[src/rtl/light_diameter_shading_factor_top_defines.svh]
// assertion macros shared by the shading factor block
`ifndef LIGHT_DIAMETER_SHADING_FACTOR_TOP_DEFINES_SVH
`define LIGHT_DIAMETER_SHADING_FACTOR_TOP_DEFINES_SVH

// condition implies consequence in the same cycle
`define LDSF_ASSERT_NOW(label, ante, cons) \
	label: assert property (@(posedge clk) disable iff (!arst_n) (ante) |-> (cons)) \
		else $error("ldsf check failed");

// condition implies consequence in the next cycle
`define LDSF_ASSERT_NEXT(label, ante, cons) \
	label: assert property (@(posedge clk) disable iff (!arst_n) (ante) |=> (cons)) \
		else $error("ldsf check failed");

`endif

[src/rtl/ldsf_pkg.sv]
// shared types, constants and root table function for the shading factor block
package ldsf_pkg;

	localparam int DIV_STAGES = 31;
	localparam int LOG_STAGES = 16;
	localparam int POW_STAGES = 16;

	localparam logic [14:0] SCALE_RESET = 15'd25600;
	localparam logic [30:0] LOG2E_Q30 = 31'd1549082005;
	localparam logic [39:0] POW_SAT = 40'h80_0000_0000;
	localparam logic [24:0] ONE_Q24 = 25'h100_0000;
	localparam logic [15:0] RESULT_ONE = 16'd32768;

	// side data carried through the divider
	typedef struct packed {
		logic [15:0] a;
		logic [31:0] t;
	} div_side_t;

	// side data carried through the log2 stages
	typedef struct packed {
		logic [15:0] a;
		logic [4:0]  p;
		logic        z;
		logic [10:0] n;
		logic        fz;
	} log_side_t;

	// side data carried through the exp2 stages
	typedef struct packed {
		logic [10:0] nn;
		logic        z;
		logic        a0;
		logic [10:0] n;
		logic        fz;
	} pow_side_t;

	localparam int DIV_SIDE_W = $bits(div_side_t);
	localparam int LOG_SIDE_W = $bits(log_side_t);
	localparam int POW_SIDE_W = $bits(pow_side_t);

	// bitwise integer square root
	function automatic logic [63:0] isqrt64(input logic [63:0] v);
		logic [63:0] r;
		logic [63:0] b;
		logic [63:0] w;
		r = '0;
		b = 64'h4000_0000_0000_0000;
		w = v;
		for (int i = 0; i < 32; i++) begin
			if (w >= r + b) begin
				w = w - (r + b);
				r = (r >> 1) + b;
			end else begin
				r = r >> 1;
			end
			b = b >> 2;
		end
		return r;
	endfunction

	// 2^(2^-i) in Q30 by repeated square roots
	function automatic logic [30:0] root_q30(input int i);
		logic [63:0] r;
		r = 64'h8000_0000;
		for (int j = 1; j <= i; j++) begin
			r = isqrt64(r << 30);
		end
		return r[30:0];
	endfunction

endpackage

[src/rtl/ldsf_div.sv]
// pipelined restoring divider, one quotient bit per stage
module ldsf_div
	import ldsf_pkg::*;
#(
	parameter int SIDE_W = DIV_SIDE_W
) (
	input  logic              clk,
	input  logic              arst_n,
	input  logic              en,
	input  logic              in_v,
	input  logic [14:0]       num,
	input  logic [14:0]       den,
	input  logic [SIDE_W-1:0] side_in,
	output logic              out_v,
	output logic [30:0]       quo,
	output logic [SIDE_W-1:0] side_out
);

	logic              v_s    [DIV_STAGES];
	logic [14:0]       rem_s  [DIV_STAGES];
	logic [30:0]       q_s    [DIV_STAGES];
	logic [14:0]       num_s  [DIV_STAGES];
	logic [14:0]       den_s  [DIV_STAGES];
	logic [SIDE_W-1:0] side_s [DIV_STAGES];

	for (genvar k = 0; k < DIV_STAGES; k++) begin : g_stage
		logic              pv;
		logic [14:0]       prem;
		logic [30:0]       pq;
		logic [14:0]       pnum;
		logic [14:0]       pden;
		logic [SIDE_W-1:0] pside;
		logic              nb;
		logic [15:0]       trial;

		if (k == 0) begin : g_first
			assign pv    = in_v;
			assign prem  = '0;
			assign pq    = '0;
			assign pnum  = num;
			assign pden  = den;
			assign pside = side_in;
		end else begin : g_next
			assign pv    = v_s[k-1];
			assign prem  = rem_s[k-1];
			assign pq    = q_s[k-1];
			assign pnum  = num_s[k-1];
			assign pden  = den_s[k-1];
			assign pside = side_s[k-1];
		end

		// next dividend bit: numerator followed by sixteen zeros
		if (k < 15) begin : g_bit
			assign nb = pnum[14-k];
		end else begin : g_zero
			assign nb = 1'b0;
		end

		assign trial = {prem, nb};

		always_ff @(posedge clk or negedge arst_n) begin
			if (!arst_n) begin
				v_s[k] <= 1'b0;
			end else if (en) begin
				v_s[k] <= pv;
			end
		end

		// trial subtract and quotient bit
		always_ff @(posedge clk) begin
			if (en) begin
				if (trial >= {1'b0, pden}) begin
					rem_s[k] <= 15'(trial - {1'b0, pden});
					q_s[k]   <= {pq[29:0], 1'b1};
				end else begin
					rem_s[k] <= trial[14:0];
					q_s[k]   <= {pq[29:0], 1'b0};
				end
				num_s[k]  <= pnum;
				den_s[k]  <= pden;
				side_s[k] <= pside;
			end
		end
	end

	assign out_v    = v_s[DIV_STAGES-1];
	assign quo      = q_s[DIV_STAGES-1];
	assign side_out = side_s[DIV_STAGES-1];

endmodule

[config.mk]
export PLATFORM = sky130hd
export DESIGN_NAME = ldsf_div
export DESIGN_NICKNAME = d
export VERILOG_FILES = /design/src/rtl/light_diameter_shading_factor_top_defines.svh /design/src/rtl/ldsf_pkg.sv /design/src/rtl/ldsf_div.sv
export SDC_FILE = /design/constraint.sdc
export NUM_CORES = 2
export LEC_CHECK = 0
export ABC_CLOCK_PERIOD_IN_PS = 3500
export CORE_MARGIN = 2
export CORE_UTILIZATION = 35
export DETAILED_ROUTE_END_ITERATION = 12
export DONT_BUFFER_PORTS = 1
export PLACE_DENSITY_LB_ADDON = 0.05
export SLEW_MARGIN = 0
export SYNTH_ARGS = -nofsm -noshare
export SYNTH_HDL_FRONTEND = slang
export SYNTH_SLANG_ARGS = --single-unit
[constraint.sdc]
create_clock -name clk -period 3.5 [get_ports clk]
set_input_delay 0.175 -clock clk [delete_from_list [all_inputs] [get_ports clk]]
set_output_delay 0.175 -clock clk [all_outputs]
set_load 0.02 [all_outputs]
==> summary.txt <==
Outcome
  – Failing checks: negative hold slack
  – Status: complete, but fails checks

Clocking
  – Worst skew pair latency: 910 ps
  – CTS H-Tree Depth: 5
  – Post-CTS Setup Repair Bufs: 0
  – Clock Sinks: 3020
  – TritonCTS clock tree: built
  – CTS root buffer: clkbuf_16
  – CTS max path bufs: 4
  – Reg clk slew, reported paths: 60 ps
  – CTS buffer count: 346

Setup path
  – R2r setup slk: 210 ps
  – Startpoint types: flip-flop
  – RR Startpoint: den_s[0][135]$_DFFE_PP_
  – Worst EP arrival: 3920 ps
  – FF-to-FF End: rem_s[0][162]$_DFFE_PP_
  – CP required: 4130 ps
  – Critical-path maximum fanout: 5
  – Setup crit end kind: flip-flop
  – FF-to-FF path depth: 9
  – Crit Path Class: reg2reg

STA
  – WHS: -7.71 ps
  – Fmax: 0.304 GHz
  – Final worst-path cycle share: 0.940
  – Slew at the pin closest to its max-slew limit: 1330 ps
  – Min cycle time layout: 3290 ps
  – Setup repair after global routing missed its margin: no
  – Final setup fails: 0
  – Rel. slew slack: 0.111
  – Final Skew: 36.0 ps
  – Slew Viols, Final: 0
  – Final setup margin: 209 ps
  – Final Hold Fails: 4

Cells and area
  – Layout cells sized above 1: 0.110
  – Fillers: 30600
  – Design area: 0.138 sq mm
  – Layout net count: 8253
  – Area Overhead vs Synth: 16.5%
  – Non-Filler Instances: 12500

Detailed routing
  – Total wire length: 214 mm
  – Drt drc: 0
  – Drt first pass iters: 5
  – Routed len/inst: 17.1 um
  – Via density per instance: 4.64
  – Post-route ant nets: 0
  – DRT iter0 DRCs: 3964
  – DR vias: 58000

Global routing
  – Largest net degree at the start of global routing: 253
  – M1 GR Usage: 0.173
  – GR Overflow Total: 0
  – First-pass GRT wire length: 335 mm
  – Busiest grt layer: met2
  – M3 GR Usage: 0.0207
  – Initial antenna violation count: 7
  – GRT Total Usage: 0.123
  – Routing usage on met2: 0.192
  – Vias in the first global route: 58500

Placement
  – Port bufs: 0
  – RD Place Congestion: 0.812
  – Cell count after placement: 11700
  – Dpl hpwl: 134 mm
  – Placed inst area: 0.125 sq mm
  – Setup slack at placement: -2030 ps

Die
  – Initial Utilization: 0.352
  – Rows: 213
  – Die H: 585 um
  – IO Pins: 162
  – Core Area: 0.336 sq mm
  – Die area: 0.343 sq mm
  – Chip Width: 585 um

Power
  – Leak: 50.4 nW
  – Power per cell area: 790 mW/mm^2
  – Power Total: 0.109 W
  – VDD IR-drop max: 399 uV

Min path
  – Hold path cells: 2
  – WHS Endpoint: side_s[0][342]$_DFFE_PP_
  – Worst hold start: en
  – Worst hold path class: in2reg

Yosys
  – Post-synth EDFFs: 2987
  – Post-synthesis simple-gate area fraction: 0.0473
  – Seq cells post-synth: 3020
  – Ys async rst share: 0.0103
  – Post-Synth Adder-Cell Area: 0.0526
  – Post-Syn Area: 0.118 sq mm
  – Synthesized instance count: 7174
  – Ys flop type: edfxtp_1
  – Mapped Nets: 7736
  – Synth Area in Compound Gates: 0.0691
  – Post-synthesis xor/xnor area fraction: 0.0208
  – Seq/Total Area, Yosys: 0.765
  – Synth cell types: 92
  – Synth Warn #: 0
  – Mux cell area share after synthesis: 0.0212
  – Mean area per synthesized cell: 16.5 sq um
  – Largest family of logic cells by synthesized area: compound AO/OA/AOI/OAI gates

Job
  – MaxCap Viol Count: 0
-- state kept, by name (all words and copies together), names as in the netlist --
register,flops
out_v,1
g_stage.pv,30
side_s,1488
num_s,105
q_s,496
rem_s,450
den_s,450
-- critical path: stages, from the launching register on --
cell and delay (ps):
edfxtp_1 460, ha_1 260, fa_1 410, nand2b_1 170, a21oi_1 460, a41oi_1 210
o221ai_1 270, a21o_1 250, buf_4 200, mux2_2 340
-- kinds of logic (layout without fill, tap and decap cells) --
logic type | count (synthesis) | in the layout
AO/OA/AOI/OAI | 1268 | 1268
AND/OR/NAND/NOR | 1183 | 1183
adder cells (fa/ha/maj) | 480 | 480
multiplexers | 224 | 224
flip-flops | 3020 | 3020
buffers and inverters | 718 | 1517
XOR/XNOR | 281 | 281
other | 0 | 4
-- placed cells by master (no fill, tap or decap), drive strengths merged, types with 15 or more instances in the layout --
| master | n |
|---|---|
| nor2b | 68 |
| dfrtp | 31 |
| nor4 | 16 |
| a21oi | 377 |
| o21a | 110 |
| xor2 | 96 |
| and2 | 46 |
| or2 | 31 |
| clkinv | 157 |
| o31ai | 57 |
| fa | 29 |
| nor3 | 90 |
| nor2 | 351 |
| clkinvlp | 15 |
| inv | 616 |
| a21boi | 27 |
| o21ai | 277 |
| mux2 | 192 |
| bufinv | 29 |
| ha | 451 |
| nand3 | 63 |
| and3 | 33 |
| buf | 119 |
| o211ai | 23 |
| a211oi | 31 |
| xnor2 | 185 |
| clkbuf | 418 |
| edfxtp | 2987 |
| o21bai | 29 |
| o31a | 32 |
| or3 | 31 |
| a21o | 104 |
| nand2 | 328 |
| mux2i | 32 |
| nand2b | 42 |
| a31oi | 52 |
| nand4 | 46 |
| dlygate4sd3 | 160 |
-- worst max-delay path by stage --
stage,from,endpoint,cells past startpoint
2_1_floorplan,rem_s[0][94]$_DFFE_PP_,rem_s[0][112]$_DFFE_PP_,9
5_1_grt,den_s[0][135]$_DFFE_PP_,rem_s[0][162]$_DFFE_PP_,9
3_3_place_gp,en,rem_s[1][202]$_DFFE_PP_,10
4_1_cts,en,side_s[1][412]$_DFFE_PP_,4
3_5_place_dp,en,rem_s[1][162]$_DFFE_PP_,10
6_report,den_s[0][135]$_DFFE_PP_,rem_s[0][162]$_DFFE_PP_,9
-- layout make-up --
type                    instances  area, sq um  share of cell area
inverters                     603         2260              0.0164
clock buffers                 416         8960              0.0650
well taps                    4515         5650              0.0410
diodes                          4         10.0           0.0000726
clock inverters               214         2170              0.0157
multi-input cells            3436        25000               0.181
flip-flops and latches       3020        90500               0.657
repair buffers                284         3250              0.0236
-- layer usage --
| metal | vias up | share of wire |
|---|---|---|
| li1 | 28200 | - |
| met3 | 401 | 0.041 |
| met2 | 943 | 0.46 |
| met4 | 0 | 0.028 |
| met1 | 28400 | 0.48 |
| met5 | - | 0 |
-- what timing repair did --
| action | 4_1_cts | 5_1_grt |
|---|---|---|
| gates cloned | 3 | 2 |
| endpoints found under the hold margin | 488 | 331 |
| resized for setup | 0 | 0 |
| hold buffers | 163 | 5 |
| setup endpoints to repair | 272 | 267 |
-- cells in the mapped netlist (33+ instances only) --
cell	count	area (sq um)
a21o_1	104	781
a21oi_1	373	1870
a31oi_1	50	313
and2_1	46	288
and3_1	33	206
clkbuf_1	89	334
edfxtp_1	2987	89700
ha_1	451	5640
inv_1	600	2250
mux2_2	185	2080
nand2_1	328	1230
nand2b_1	42	263
nand3_1	63	315
nand4_1	46	288
nor2_1	350	1310
nor2b_1	68	425
nor3_1	89	445
o21a_1	110	826
o21ai_0	271	1360
o31ai_1	57	428
xnor2_1	185	1620
xor2_1	96	841
-- stage by stage --
stage	setup TNS (ps)	utilization
2_1_floorplan	0	-
3_3_place_gp	-638720	0.371
3_5_place_dp	-716860	0.371
4_1_cts	0	0.409
5_1_grt	0	0.410
6_report	0	0.410
-- report_power, final --
| part | internal, W | switching (W) |
|---|---|---|
| logic | 0.0115 | 0.0137 |
| clock network | 0.0205 | 0.0146 |
| registers | 0.0461 | 0.00255 |
(Power assumes the default switching activity.)
